==> src/design/cmvr_pkg.sv <==
// Shared types, constants and register codes for the color mask run centroid block.
package cmvr_pkg;

   localparam int MAX_WIDTH_DEF     = 1024;
   localparam int MAX_HEIGHT_DEF    = 1024;
   localparam int HALF_SPAN_DEF     = 6;
   localparam int FRACTION_BITS_DEF = 8;

   localparam int PIX_W       = 8;
   localparam int WIDTH_CFG_W = 11;
   localparam int TALLY_W     = 21;
   localparam int SUM_W       = 30;
   localparam int COORD_W     = 18;
   localparam int CSR_INDEX_W = 3;
   localparam int CSR_DATA_W  = 21;
   localparam int QUEUE_DEPTH = 4;

   localparam logic [CSR_INDEX_W-1:0] CSR_LUMA_LOW       = CSR_INDEX_W'(0);
   localparam logic [CSR_INDEX_W-1:0] CSR_LUMA_HIGH      = CSR_INDEX_W'(1);
   localparam logic [CSR_INDEX_W-1:0] CSR_BLUE_DIFF_LOW  = CSR_INDEX_W'(2);
   localparam logic [CSR_INDEX_W-1:0] CSR_BLUE_DIFF_HIGH = CSR_INDEX_W'(3);
   localparam logic [CSR_INDEX_W-1:0] CSR_RED_DIFF_LOW   = CSR_INDEX_W'(4);
   localparam logic [CSR_INDEX_W-1:0] CSR_RED_DIFF_HIGH  = CSR_INDEX_W'(5);
   localparam logic [CSR_INDEX_W-1:0] CSR_IMAGE_WIDTH    = CSR_INDEX_W'(6);
   localparam logic [CSR_INDEX_W-1:0] CSR_MIN_COUNT      = CSR_INDEX_W'(7);

   localparam logic [PIX_W-1:0]       RST_LUMA_LOW       = PIX_W'(50);
   localparam logic [PIX_W-1:0]       RST_LUMA_HIGH      = PIX_W'(150);
   localparam logic [PIX_W-1:0]       RST_BLUE_DIFF_LOW  = PIX_W'(150);
   localparam logic [PIX_W-1:0]       RST_BLUE_DIFF_HIGH = PIX_W'(250);
   localparam logic [PIX_W-1:0]       RST_RED_DIFF_LOW   = PIX_W'(50);
   localparam logic [PIX_W-1:0]       RST_RED_DIFF_HIGH  = PIX_W'(150);
   localparam logic [WIDTH_CFG_W-1:0] RST_IMAGE_WIDTH    = WIDTH_CFG_W'(1024);
   localparam logic [TALLY_W-1:0]     RST_MIN_COUNT      = TALLY_W'(1);

   typedef struct packed {
      logic [PIX_W-1:0] luma;
      logic [PIX_W-1:0] blue_diff;
      logic [PIX_W-1:0] red_diff;
      logic             frame_end;
   } req_type;

   typedef struct packed {
      logic [COORD_W-1:0] centroid_x;
      logic [COORD_W-1:0] centroid_y;
      logic [TALLY_W-1:0] kept_count;
      logic               centroid_valid;
   } rsp_type;

   typedef struct packed {
      logic [PIX_W-1:0] luma_low;
      logic [PIX_W-1:0] luma_high;
      logic [PIX_W-1:0] blue_diff_low;
      logic [PIX_W-1:0] blue_diff_high;
      logic [PIX_W-1:0] red_diff_low;
      logic [PIX_W-1:0] red_diff_high;
   } window_type;

endpackage

==> src/design/cmvr_front.sv <==
// Pixel front end: takes input words, tracks raster position and marks pixels.
module cmvr_front #(
   parameter int MAX_WIDTH  = cmvr_pkg::MAX_WIDTH_DEF,
   parameter int MAX_HEIGHT = cmvr_pkg::MAX_HEIGHT_DEF,
   localparam int COL_W = $clog2(MAX_WIDTH),
   localparam int ROW_W = $clog2(MAX_HEIGHT),
   localparam int REC_W = COL_W + ROW_W + 2
) (
   input  logic                                clock,
   input  logic                                reset,
   input  logic                                req_valid,
   output logic                                req_stall,
   input  cmvr_pkg::req_type                   req_data,
   input  cmvr_pkg::window_type                win,
   input  logic [cmvr_pkg::WIDTH_CFG_W-1:0]    image_width,
   input  logic                                q_full,
   output logic                                q_push,
   output logic [REC_W-1:0]                    q_rec
);

   localparam int CNT_W  = COL_W + 1;
   localparam int WCMP_W = (CNT_W > cmvr_pkg::WIDTH_CFG_W) ? CNT_W : cmvr_pkg::WIDTH_CFG_W;

   logic [COL_W-1:0]  col_ff, col_in;
   logic [ROW_W-1:0]  row_ff, row_in;
   logic [COL_W-1:0]  col_cur;
   logic [ROW_W-1:0]  row_cur;
   logic [CNT_W-1:0]  col_inc;
   logic [WCMP_W-1:0] w_raw;
   logic [CNT_W-1:0]  w_eff;
   logic              accept;
   logic              marked;

   always_comb begin
      w_raw = WCMP_W'(image_width);
      if (w_raw == '0) begin
         w_eff = CNT_W'(1);
      end else if (w_raw > WCMP_W'(MAX_WIDTH)) begin
         w_eff = CNT_W'(MAX_WIDTH);
      end else begin
         w_eff = w_raw[CNT_W-1:0];
      end

      // A width lowered in the middle of a row sends the pixel to the next row.
      if ({1'b0, col_ff} >= w_eff) begin
         col_cur = '0;
         row_cur = (row_ff < ROW_W'(MAX_HEIGHT - 1)) ? row_ff + ROW_W'(1) : row_ff;
      end else begin
         col_cur = col_ff;
         row_cur = row_ff;
      end

      col_inc = {1'b0, col_cur} + CNT_W'(1);
      if (req_data.frame_end) begin
         col_in = '0;
         row_in = '0;
      end else if (col_inc >= w_eff) begin
         col_in = '0;
         row_in = (row_cur < ROW_W'(MAX_HEIGHT - 1)) ? row_cur + ROW_W'(1) : row_cur;
      end else begin
         col_in = col_inc[COL_W-1:0];
         row_in = row_cur;
      end

      marked = (req_data.luma > win.luma_low) && (req_data.luma < win.luma_high) &&
               (req_data.blue_diff > win.blue_diff_low) &&
               (req_data.blue_diff < win.blue_diff_high) &&
               (req_data.red_diff > win.red_diff_low) &&
               (req_data.red_diff < win.red_diff_high);
   end

   assign req_stall = q_full;
   assign accept    = req_valid && !q_full;
   assign q_push    = accept;
   assign q_rec     = {col_cur, row_cur, marked, req_data.frame_end};

   always_ff @(posedge clock) begin
      if (reset) begin
         col_ff <= '0;
         row_ff <= '0;
      end else if (accept) begin
         col_ff <= col_in;
         row_ff <= row_in;
      end
   end

endmodule

==> config.mk <==
export PLATFORM = sky130hd
export DESIGN_NAME = cmvr_front
export DESIGN_NICKNAME = d
export VERILOG_FILES = /design/src/design/cmvr_pkg.sv /design/src/design/cmvr_front.sv
export SDC_FILE = /design/constraint.sdc
export NUM_CORES = 1
export LEC_CHECK = 0
export BUFFER_PORTS_ARGS = -buffer_cell sky130_fd_sc_hd__buf_4
export CAP_MARGIN = 40
export CORE_MARGIN = 2
export CORE_UTILIZATION = 52
export CTS_CLUSTER_DIAMETER = 80
export DETAILED_ROUTE_END_ITERATION = 6
export PLACE_DENSITY = 0.82
export SETUP_SLACK_MARGIN = 0.15
export SLEW_MARGIN = 15
export SYNTH_ARGS = -nofsm -noshare
export SYNTH_HDL_FRONTEND = slang
export SYNTH_SLANG_ARGS = --single-unit
==> constraint.sdc <==
create_clock -name clock -period 6.3 [get_ports clock]
set_input_delay 0.315 -clock clock [delete_from_list [all_inputs] [get_ports clock]]
set_output_delay 0.315 -clock clock [all_outputs]
set_load 0.02 [all_outputs]
* Yosys cells after proc, flatten, opt, wreduce, memory -nomap -nowiden
Index checks and enable logic that the tools add are counted.
Widths: inputs -> output; s select.
** Word-level totals
- Output and inout bits :: 24
- Register bits :: 20
** Cells by class
- $lt $le $gt $ge :: 11
- Add/sub/neg operators :: 3
- Multiplexer cells :: 10
- Reduce and logical (&&, ||, !) cells :: 8
** Operators with widths (count)
- $mux 10 :: 8
- $gt 8x8->1 :: 3
- $lt 8x8->1 :: 3
- $mux 11 :: 2
- $add 10x1->10 const B :: 2
- $lt 10x10->1 const B :: 2
- $add 10x1->11 const B :: 1
- $ge 10x11->1 :: 1
- $ge 11x11->1 :: 1
- $gt 11x11->1 const B :: 1
- $logic_not 11->1 :: 1
- $logic_and 1x1->1 :: 6
- $logic_not 1->1 :: 1

* Depth between registers and ports, before layout
Gate-level depths: netlist of run 1.
- Depth in word-level cells :: 9
- Mapped depth :: 24
- Gate-level depth less buffers :: 23

* Least setup slack after synthesis of run 1
Ideal clock, no wire load.
- Path type :: input port to flip-flop
- Start :: in image_width[6] in the netlist's numbering
- End :: reg col_ff[1]
- Path slack :: 1521 ps
- Data arrival time :: 4713 ps
- Data required time :: 6234 ps
- Cell stages on the path :: 23
- Setup time :: 66 ps
- Cell sequence :: nor4_1 -> a31oi_1 -> nor2_1 -> ha_1 -> nand2b_1 -> a31oi_1 -> o32a_1 -> buf_6 -> buf_2 -> and3_1 -> ha_1 -> nand2_1 -> nor3_1 -> and3_1 -> xor2_1 -> ha_1 -> a2111oi_0 -> o21ai_0 -> o22ai_2 -> inv_1 -> nor3_2 -> a22oi_1 -> nor2_1
** Between the ends
- Word-level cells in the longest chain between the ends :: 9
- Elaborated cells on any way between the ends :: 10
- Classes of those cells :: add/sub (1); order compare (3); mux (5); reduce/logical (1)
** Ends and longest elaborated chain
- from (decl) :: RTL line cmvr_front.sv:15 : input logic [cmvr_pkg::WIDTH_CFG_W-1:0] image_width,
- $gt 11x11->1 :: RTL line cmvr_front.sv:38 : end else if (w_raw > WCMP_W'(MAX_WIDTH)) begin
- $mux 11 :: RTL line cmvr_front.sv:38
- $mux 11 (*) :: RTL line cmvr_front.sv:36 : if (w_raw == '0) begin
- $ge 10x11->1 (*) :: RTL line cmvr_front.sv:45 : if ({1'b0, col_ff} >= w_eff) begin
- $mux 10 (*) :: RTL line cmvr_front.sv:45
- net q_rec[13] :: RTL line cmvr_front.sv:18 : output logic [REC_W-1:0] q_rec
- $add 10x1->11 (*) :: RTL line cmvr_front.sv:53 : col_inc = {1'b0, col_cur} + CNT_W'(1);
- $ge 11x11->1 :: RTL line cmvr_front.sv:57 : end else if (col_inc >= w_eff) begin
- $mux 10 (*) :: RTL line cmvr_front.sv:57
- $mux 10 (*) :: RTL line cmvr_front.sv:54 : if (req_data.frame_end) begin
- to (signal assigned) :: RTL line cmvr_front.sv:82 : col_ff <= col_in;
- to (decl) :: RTL line cmvr_front.sv:24 : logic [COL_W-1:0] col_ff, col_in;
The timed path passes the listed nets; every way through them passes the cells marked *.
A chain may end at the register's enable or synchronous reset.

* Final worst setup path of run 1
- Start :: in image_width[6] in the netlist's numbering
- End :: reg col_ff[3]
** Between the ends
- Word-level cells in the longest chain between the ends :: 9
- Elaborated cells on any way between the ends :: 10
- Classes of those cells :: add/sub (1); order compare (3); mux (5); reduce/logical (1)
** Ends and longest elaborated chain (RTL line)
- $gt 11x11->1 :: cmvr_front.sv:38
- $mux 11 :: cmvr_front.sv:38
- $mux 11 (*) :: cmvr_front.sv:36
- $ge 10x11->1 :: cmvr_front.sv:45
- $mux 10 :: cmvr_front.sv:45
- $add 10x1->11 :: cmvr_front.sv:53
- $ge 11x11->1 :: cmvr_front.sv:57
- $mux 10 (*) :: cmvr_front.sv:57
- $mux 10 (*) :: cmvr_front.sv:54
Every way passes the cells marked *; elsewhere a longest branch is shown, timed or not.

==> results.md, run 1 <==
- CTS Hold Bufs: 0
- Yosys reg bits: 20
- Synth area leaders: ha_1 (26%), dfxtp_1 (12%), inv_1 (6.5%), nand2_1 (4.6%), o21a_1 (3.9%)
- Post-synth EDFFs: 0
- Worst-Skew Late Latency: 0.26 ns
- PwrDens: 88.7 nW/um^2
- Htree depth: 1
- Maximum vdd drop: 0.0908 mV
- Initial Util: 54.7%
- # setup viols final: 0
- Fmax: 187 MHz
- Final Power: 0.000371 W
- Fillers: 503
- Worst Hold Launch: reset
- Top-count cell post-synth: ha_1
- Share of cells above drive strength 1: 25.8%
- Final Net Count: 685
- Sequential share of power: 34.3%
- First-pass GRT wire length: 14.7 mm
- Post-synth top cells: ha_1 (69), inv_1 (57), nand2_1 (40), dfxtp_1 (20), nor2_1 (19)
- Most used DFF post-synth: dfxtp_1
- Setup TNS: 0 ns
- Fin Clk Skew: 0.00126 ns
- Cells on worst reg2reg path: 20
- Avg Cell Area, Syn: 7.70 sq um
- Crit path kind: in -> reg
- Ys async rst share: 0%
- Synth Warn #: 0
- DRC viols: 0
- Clock Power Share: 27.5%
- Final instance area: 4190 sq um
- R2R Setup Slk: 1.21 ns
- CP startpoint kind: input port
- Mapped Nets: 583
- Final Hold Viols: 0
- Post-synth cell types: 65
- Worst R2R Start: col_ff[0]
- Die area: 6960 sq um
- Vias in the first global route: 3333
- Vias per cell: 5.70
- Dpl cells: 598
- Outcome: complete, no violations
- Detailed Route WL: 8.71 mm
- Drt pass-1 iters: 6
- Post-CTS Resized: 0
- Syn Inst Count: 426
- Footprint of the multi-input gates: 2570 sq um
- Critical path endpoint category: flop
- CP Data Arrival Time: 5.56 ns
- Area grow syn2layout: 27.7%
- Die W: 83.4 um
- Post-synth top area cell: ha_1
- Sequential cell area: 400 sq um
- Number of max-cap violations: 0
- Ant. Diodes: 0
- Hold crit path type: in -> reg
- Root Driver: clkbuf_8
- Hpwl dp: 7.39 mm
- Terminus of the critical flop-to-flop path: col_ff[3]
- Sequential area share after synthesis: 12.2%
- Die Span Y: 83.4 um
- Placed Area: 4130 sq um
- Reg clk slew, reported paths: 0.08 ns
- Top-area cell type share of the netlist area: 26.3%
- P_leak: 2.21 nW
- GPL Wtd Cong: 0.911
- Port Buffer Count: 111
- GRT overflow: 0
- Avg WL per Cell: 14.5 um
- Max Buffers Root-to-Sink: 2
- Worst-Margin Slew: 0.753 ns
- Final WS setup: 0.939 ns
- Core footprint: 5990 sq um
- Net Sw Frac: 30.1%
- Clk sink count: 20
- Via Count: 3431
- Worst Hold End: col_ff[4]
- P_int: 0.000259 W
- Rel. slew slack: 49.6%
- WP data required: 6.50 ns
- CTS Buf Count: 3
- # Post-CTS Setup Buffers: 0
- Overall Global Routing Usage: 24.7%
- RSZ-0062 raised after global routing: no
- CTS tree: built
- I/O pin total: 112
- Max-slew violations: 0
- Part of the cycle the worst path needs: 85.1%
- Detailed Route Iter0 Violations: 191
- Non-filler cells, final: 602
- Crit-path max FO: 13
- Hold depth: 2
- Std cell rows: 28
- Initial antenna violation count: 0
- Largest net degree at the start of global routing: 15
- Min cycle time layout: 5.36 ns
- Antenna Nets Post-Route: 0
- Synthesized area: 3280 sq um
- Comb power frac: 38.2%
- Worst slack, placed: 0.775 ns
- Psw: 0.000112 W
## kinds of logic (layout without fill, tap and decap cells)
logic type	Yosys count	after routing	share of synthesized area, %
buffers and inverters	75	176	9.50
multiplexers	7	7	2.21
adder cells (fa/ha/maj)	69	69	26.3
XOR/XNOR	18	18	4.81
AND/OR/NAND/NOR	138	138	22.6
AO/OA/AOI/OAI	99	99	22.4
flip-flops	20	20	12.2
## cell usage in the layout (no fill, tap or decap), drive strengths merged, types with 9 or more instances in the layout
cell and n:
nand2 41, nand3 14, nand2b 9, dfxtp 20
nor3 11, nor2 19, a21oi 15, o21a 17
nand4 11, xnor2 10, and3 12, buf 113
a22oi 10, o21ai 15, inv 58, ha 69
## state kept, by name, indices dropped and copies added (netlist names)
register  cells
row_ff       10
col_ff       10
## metrics by stage
stage / utilization, % / hold slack (ns)
finish: 69.9 / 0.330
global route: 69.9 / 0.326
CTS: 69.9 / 0.321
detailed placement: 68.9 / 0.494
global placement: 68.9 / 0.488
floorplan: - / 0.463
## power groups by stage
stage,sequential (W),clock (W),combinational [W]
final,0.000127,0.000102,0.000142
after global routing,0.000127,0.000108,0.000162
after CTS,0.000127,0.000102,0.000143
after detailed placement,0.000130,0,0.000142
after global placement,0.000130,0,0.000136
after floorplan,0.000130,0,0.0000757
## final cells by class
| cell class | count | area share, % |
|---|---|---|
| multi-input cells | 331 | 61.3 |
| repair buffers | 113 | 20.3 |
| flip-flops and latches | 20 | 9.57 |
| inverters | 59 | 5.29 |
| well taps | 75 | 2.24 |
| clock buffers | 4 | 1.32 |
## worst max path at each step
stage,start,depth (start not counted),end,slack (ns)
after floorplan,image_width[6],23,col_ff[1],1.52
final,image_width[6],23,col_ff[3],0.94
after global placement,image_width[6],23,col_ff[8],1.01
after detailed placement,image_width[6],23,col_ff[5],0.77
after global routing,image_width[6],23,col_ff[5],0.45
after CTS,image_width[6],23,col_ff[5],1.02
## worst max-delay path: stages
cell and delay [ns]:
buf_4 0.11, nor4_1 0.33, a31oi_1 0.13, nor2_1 0.15, ha_1 0.24, nand2b_1 0.14
a31oi_1 0.20, o32a_1 0.36, buf_4 0.27, and3_1 0.20, ha_1 0.22, nand2_1 0.07
nor3_1 0.25, and3_1 0.25, xor2_1 0.21, ha_1 0.27, a2111oi_0 0.33, o21ai_0 0.18
o22ai_2 0.40, inv_1 0.12, nor3_2 0.52, a22oi_1 0.15, nor2_1 0.13
## routing by layer
metal	vias to the layer above	global-route usage, %	share of wire, %
li1	1724	-	-
met1	1583	29.8	41
met2	105	46.1	52
met3	19	3.08	5.0
met4	0	5.37	1.8
met5	-	0	0
No activity file was read; power rests on OpenSTA's default activity.
==> run 2: changes to the inputs <==
--- a/config.mk
+++ b/config.mk
@@ -7,6 +7,7 @@
 export LEC_CHECK = 0
 export BUFFER_PORTS_ARGS = -buffer_cell sky130_fd_sc_hd__buf_4
 export CAP_MARGIN = 40
+export CORE_ASPECT_RATIO = 1.1
 export CORE_MARGIN = 2
 export CORE_UTILIZATION = 52
 export CTS_CLUSTER_DIAMETER = 80
==> results.md, run 2 (synthesized netlist as in run 1, its figures left out) <==
- Worst R2R Start: col_ff[0]
- Core footprint: 6120 sq um (+2.1%)
- Avg WL per Cell: 14.4 um (-0.46%)
- Overall Global Routing Usage: 24.8% (+0.17 points)
- Crit path max-delay family: simple AND/OR/NAND/NOR gates
- Ant. Diodes: 0 (unchanged)
- Cell repeated most along the worst path: ha_1
- Fmax: 182 MHz (-2.3%)
- Buffers and inverters on the worst path: 4 (+1)
- Placed Area: 4140 sq um (+0.15%)
- Number of max-cap violations: 0 (unchanged)
- Initial antenna violation count: 0 (unchanged)
- Worst-Skew Late Latency: 0.26 ns (about the same)
- Final Power: 0.000367 W (-1.2%)
- Most frequent cells in the layout: buf_4 (113), ha_1 (69), inv_1 (57)
- Post-CTS Resized: 0 (unchanged)
- Detailed Route WL: 8.74 mm (+0.37%)
- Crit path kind: in -> reg
- CTS Buf Count: 3 (unchanged)
- Non-filler cells, final: 607 (+0.83%)
- CTS Hold Bufs: 0 (unchanged)
- Rel. slew slack: 50.3% (+0.67 points)
- Slowest cell on the critical path: nor3_2
- Die Span Y: 87.3 um (+4.6%)
- R2R Setup Slk: 1.13 ns (-0.08 ns)
- Final Net Count: 685 (unchanged)
- Post-route core utilization: 68.5% (-1.4 points)
- Maximum vdd drop: 0.0898 mV (-1.1%)
- Min cycle time layout: 5.48 ns (+0.124 ns)
- Max-slew violations: 0 (unchanged)
- Via Count: 3404 (-0.79%)
- Vias in the first global route: 3142 (-5.7%)
- GPL Wtd Cong: 0.919 (+0.91%)
- P_leak: 2.21 nW (about the same)
- Std cell rows: 30 (+7.1%)
- GRT overflow: 0 (unchanged)
- Largest net degree at the start of global routing: 22 (+7)
- Fin Clk Skew: 0.00437 ns (+0.00311 ns)
- Final instance area: 4190 sq um (+0.15%)
- Worst Hold Launch: reset
- Commonest non-fill, non-tap cell in the layout: buf_4
- Crit-path max FO: 21 (+8)
- Vias per cell: 5.61 (-1.6%)
- Worst Hold End: col_ff[6]
- Clk sink count: 20 (unchanged)
- CTS tree: built
- Die area: 6960 sq um (about the same)
- Root Driver: clkbuf_8
- Area grow syn2layout: 27.9%
- Critical path endpoint category: flop
- Hold depth: 2 (unchanged)
- First-pass GRT wire length: 14.0 mm (-4.6%)
- Initial Util: 53.6% (-1.1 points)
- Hold crit path type: in -> reg
- # Post-CTS Setup Buffers: 0 (unchanged)
- I/O pin total: 112 (unchanged)
- Port Buffer Count: 111 (unchanged)
- Worst-Margin Slew: 0.743 ns (-0.0100 ns)
- Crit-path max cell delay: 0.53 ns (about the same)
- Largest registers: col_ff: 10 flops, row_ff: 10 flops
- Die W: 79.7 um (-4.4%)
- Dpl cells: 603 (+0.84%)
- PwrDens: 87.5 nW/um^2 (-1.3%)
- Setup TNS: 0 ns (unchanged)
- Final Hold Viols: 0 (unchanged)
- Detailed Route Iter0 Violations: 110 (-42%)
- CP Data Arrival Time: 5.68 ns (+0.12 ns)
- Max Buffers Root-to-Sink: 2 (unchanged)
- Outcome: complete, no violations
- Fillers: 504 (+0.20%)
- RSZ-0062 raised after global routing: no
- Terminus of the critical flop-to-flop path: col_ff[4]
- WP data required: 6.50 ns (about the same)
- Part of the cycle the worst path needs: 87.1% (+2.0 points)
- Reg clk slew, reported paths: 0.08 ns (about the same)
- # setup viols final: 0 (unchanged)
- Htree depth: 1 (unchanged)
- DRC viols: 0 (unchanged)
- Cells on worst reg2reg path: 22 (+10%)
- Share of cells above drive strength 1: 25.8% (unchanged)
- Drt pass-1 iters: 4 (-2)
- Antenna Nets Post-Route: 0 (unchanged)
- Hpwl dp: 7.37 mm (-0.26%)
- CP startpoint kind: input port
[run 2: cell counts in the layout (fill, tap and decap cells not counted)]
Identical to the previous run, type by type.
[run 2: metal layers]
layer / part of all wire, % / GRT usage, %
met3: 5.3 / 1.56
met5: 0 / 0
met4: 1.6 / 6.90
met1: 43 / 29.9
met2: 50 / 47.0
[run 2: worst register-to-register path: stages (launching register included)]
cell and delay, ns:
dfxtp_1 0.41, inv_1 0.07, ha_1 0.28, nand2b_1 0.14, a31oi_1 0.20, o32a_1 0.18, buf_4 0.25, and2_1 0.21
nand2_1 0.08, inv_1 0.12, ha_1 0.23, nand2_1 0.07, nor3_1 0.24, and3_1 0.25, xor2_1 0.20, ha_1 0.27
a2111oi_0 0.38, o21ai_0 0.20, o22ai_2 0.39, inv_1 0.13, nor3_2 0.53, a22oi_1 0.17, nor2_1 0.12
[run 2: how the worst max path moves through the flow]
stage | cells after the start | endpoint | from
detailed placement | 25 | col_ff[4] | image_width[6]
floorplan | 23 | col_ff[1] | image_width[6]
global route | 25 | col_ff[1] | image_width[6]
global placement | 25 | col_ff[8] | image_width[6]
finish | 25 | col_ff[4] | image_width[6]
CTS | 25 | col_ff[4] | image_width[6]
[run 2: area by class of cell]
class	count	area, sq um	share of cell area [%]
sequential	20	400	9.55
timing repair buffer	113	848	20.2
clock buffer	4	55.1	1.31
inverter	59	221	5.28
tap	80	100	2.39
multi-input combinational	331	2570	61.2
[run 2: report_power, final]
part	internal [W]	total, W	switching, W
clock	0.0000556	0.0000989	0.0000433
sequential	0.000127	0.000127	0.000000660
combinational	0.0000766	0.000140	0.0000639
total	0.000259	0.000367	0.000108
[run 2: metrics by stage]
stage | worst slack [ns] | hold slack (ns)
3_5_place_dp | 0.569 | 0.502
4_1_cts | 0.825 | 0.325
2_1_floorplan | 1.52 | 0.463
6_report | 0.815 | 0.330
5_1_grt | 0.289 | 0.333
3_3_place_gp | 0.941 | 0.489
==> run 3: changes to the inputs <==
--- a/config.mk
+++ b/config.mk
@@ -13,7 +13,9 @@
 export CTS_CLUSTER_DIAMETER = 80
 export DETAILED_ROUTE_END_ITERATION = 6
 export PLACE_DENSITY = 0.82
+export REMOVE_ABC_BUFFERS = 1
 export SETUP_SLACK_MARGIN = 0.15
+export SKIP_CTS_REPAIR_TIMING = 1
 export SLEW_MARGIN = 15
 export SYNTH_ARGS = -nofsm -noshare
 export SYNTH_HDL_FRONTEND = slang
==> results.md, run 3 (synthesized netlist as in run 1, its figures left out) <==
- CP Data Arrival Time: 5.63 ns (-0.05 ns)
- Most frequent cells in the layout: buf_4 (113), ha_1 (69), inv_1 (57)
- First-pass GRT wire length: 14.5 mm (+3.0%)
- Die W: 79.7 um (unchanged)
- Hold crit path type: in -> reg
- Area grow syn2layout: 27.9% (unchanged)
- Worst hold margin: 0.318 ns (-0.0122 ns)
- Vias per cell: 5.71 (+1.7%)
- WL met3: 284 um (-39%)
- Crit-path max FO: 11 (-48%)
- Footprint of the multi-input gates: 2570 sq um (unchanged)
- Std cell rows: 30 (unchanged)
- Largest net degree at the start of global routing: 16 (-27%)
- Die area: 6960 sq um (unchanged)
- Share of cells above drive strength 1: 25.8% (unchanged)
- # setup viols final: 0 (unchanged)
- Number of max-cap violations: 0 (unchanged)
- Fin Clk Skew: 0.00262 ns (-0.00175 ns)
- Worst-path cell chain: buf_4, nor4_1, a31oi_1, nor2_1, ha_1, nand2b_1, a31oi_1, o32a_1, and2_1, nand2_1, inv_1, ha_1, nand2_1, nor3_1, and3_1, xor2_1, ha_1, a2111oi_0, o21ai_0, o22ai_2, inv_1, nor3_2, a22oi_1, nor2_1
- Htree depth: 1 (unchanged)
- Avg WL per Cell: 14.8 um (+2.6%)
- Vias in the first global route: 3335 (+6.1%)
- Final Power: 0.000371 W (+1.1%)
- GPL Wtd Cong: 0.931 (+1.2%)
- Overall Global Routing Usage: 25.5% (+0.64 points)
- Max Buffers Root-to-Sink: 2 (unchanged)
- Buffers and inverters on the worst path: 3 (-1)
- Via Count: 3463 (+1.7%)
- Fillers: 540 (+7.1%)
- Worst-Skew Late Latency: 0.27 ns (about the same)
- CTS tree: built
- Drt pass-1 iters: 4 (unchanged)
- Crit path kind: in -> reg
- PwrDens: 88.4 nW/um^2 (+1.1%)
- Max-slew violations: 0 (unchanged)
- Die Span Y: 87.3 um (unchanged)
- Clk sink count: 20 (unchanged)
- Largest registers: col_ff: 10 flops, row_ff: 10 flops
- Ant. Diodes: 0 (unchanged)
- Non-filler cells, final: 607 (unchanged)
- Fmax: 184 MHz (+1.1%)
- Top sig layer: met4
- Rel. slew slack: 47.9% (-2.4 points)
- Met1 WL: 3.81 mm (+2.5%)
- Core footprint: 6120 sq um (unchanged)
- Final Net Count: 685 (unchanged)
- Initial Util: 53.6% (unchanged)
- Slowest cell on the critical path: nor3_2
- Met2 wire len: 4.54 mm (+2.8%)
- WP data required: 6.51 ns (about the same)
- Dpl cells: 603 (unchanged)
- Initial antenna violation count: 0 (unchanged)
- Crit-path max cell delay: 0.50 ns (-0.03 ns)
- Part of the cycle the worst path needs: 86.1% (-0.93 points)
- Commonest non-fill, non-tap cell in the layout: buf_4
- Reg clk slew, reported paths: 0.08 ns (about the same)
- Sequential cell area: 400 sq um (unchanged)
- Min cycle time layout: 5.43 ns (-0.0585 ns)
- CP startpoint kind: input port
- Worst-Margin Slew: 0.779 ns (+0.0360 ns)
- DRC viols: 0 (unchanged)
- Cell repeated most along the worst path: ha_1
- Root Driver: clkbuf_8
- Final instance area: 4190 sq um (unchanged)
- Placed Area: 4140 sq um (unchanged)
- Hpwl dp: 7.63 mm (+3.6%)
- Setup TNS: 0 ns (unchanged)
- Detailed Route Iter0 Violations: 164 (+49%)
- GRT overflow: 0 (unchanged)
- CTS Buf Count: 3 (unchanged)
- RSZ-0062 raised after global routing: no
- Antenna Nets Post-Route: 0 (unchanged)
- Port Buffer Count: 111 (unchanged)
- Outcome: complete, no violations
- Critical path endpoint category: flop
- Crit path max-delay family: simple AND/OR/NAND/NOR gates
- Maximum vdd drop: 0.0860 mV (-4.2%)
- Final Hold Viols: 0 (unchanged)
- Detailed Route WL: 8.97 mm (+2.6%)
- P_leak: 2.21 nW (about the same)
- I/O pin total: 112 (unchanged)
==> run 3: cell counts in the layout (fill, tap and decap cells not counted) <==
No cell type changed its count.
==> run 3: path summary, 6_finish.rpt <==
path                                     start   endpoint  slack (ns)  depth (start not counted)
worst min-delay path                     reset  col_ff[1]        0.32                          2
worst max register to register       col_ff[0]  col_ff[5]        1.21                         21
worst max-delay path            image_width[6]  col_ff[5]        0.87                         24
worst min register to register       row_ff[1]  row_ff[1]        0.51                          2
==> run 3: routing by layer <==
layer / track usage [%] / vias up
met1: 30.1 / 1616
met5: 0 / -
met4: 13.0 / 0
li1: - / 1726
met3: 1.56 / 29
met2: 46.0 / 92
==> run 3: per-stage QoR <==
| step | setup slack [ns] | utilization [%] |
|---|---|---|
| after floorplan | 1.32 | - |
| after global placement | 0.991 | 67.6 |
| after detailed placement | 0.733 | 67.6 |
| after CTS | 0.978 | 68.5 |
| after global routing | 0.246 | 68.5 |
| final | 0.874 | 68.5 |
==> run 3: report_power, final <==
group / internal (W) / switching [W] / leakage, nW / total (W)
clock: 0.0000558 / 0.0000453 / 0.0288 / 0.000101
sequential: 0.000127 / 0.000000707 / 0.161 / 0.000127
combinational: 0.0000770 / 0.0000653 / 2.02 / 0.000142
total: 0.000259 / 0.000111 / 2.21 / 0.000371
==> run 3: worst register-to-register path, stage by stage (launching register included) <==
cell and delay (ns):
dfxtp_1 0.41, inv_1 0.07, ha_1 0.29, nand2b_1 0.14, a31oi_1 0.18, o32a_1 0.38
and2_1 0.24, nand2_1 0.09, inv_1 0.12, ha_1 0.21, nand2_1 0.07, nor3_1 0.25
and3_1 0.25, xor2_1 0.20, ha_1 0.27, a2111oi_0 0.35, o21ai_0 0.17, o22ai_2 0.40
inv_1 0.12, nor3_2 0.50, a22oi_1 0.18, nor2_1 0.12
==> run 3: area by class of cell <==
| class | instances | share of cell area (%) |
|---|---|---|
| multi-input cells | 331 | 61.2 |
| repair buffers | 113 | 20.2 |
| flip-flops and latches | 20 | 9.55 |
| inverters | 59 | 5.28 |
| well taps | 80 | 2.39 |
| clock buffers | 4 | 1.31 |
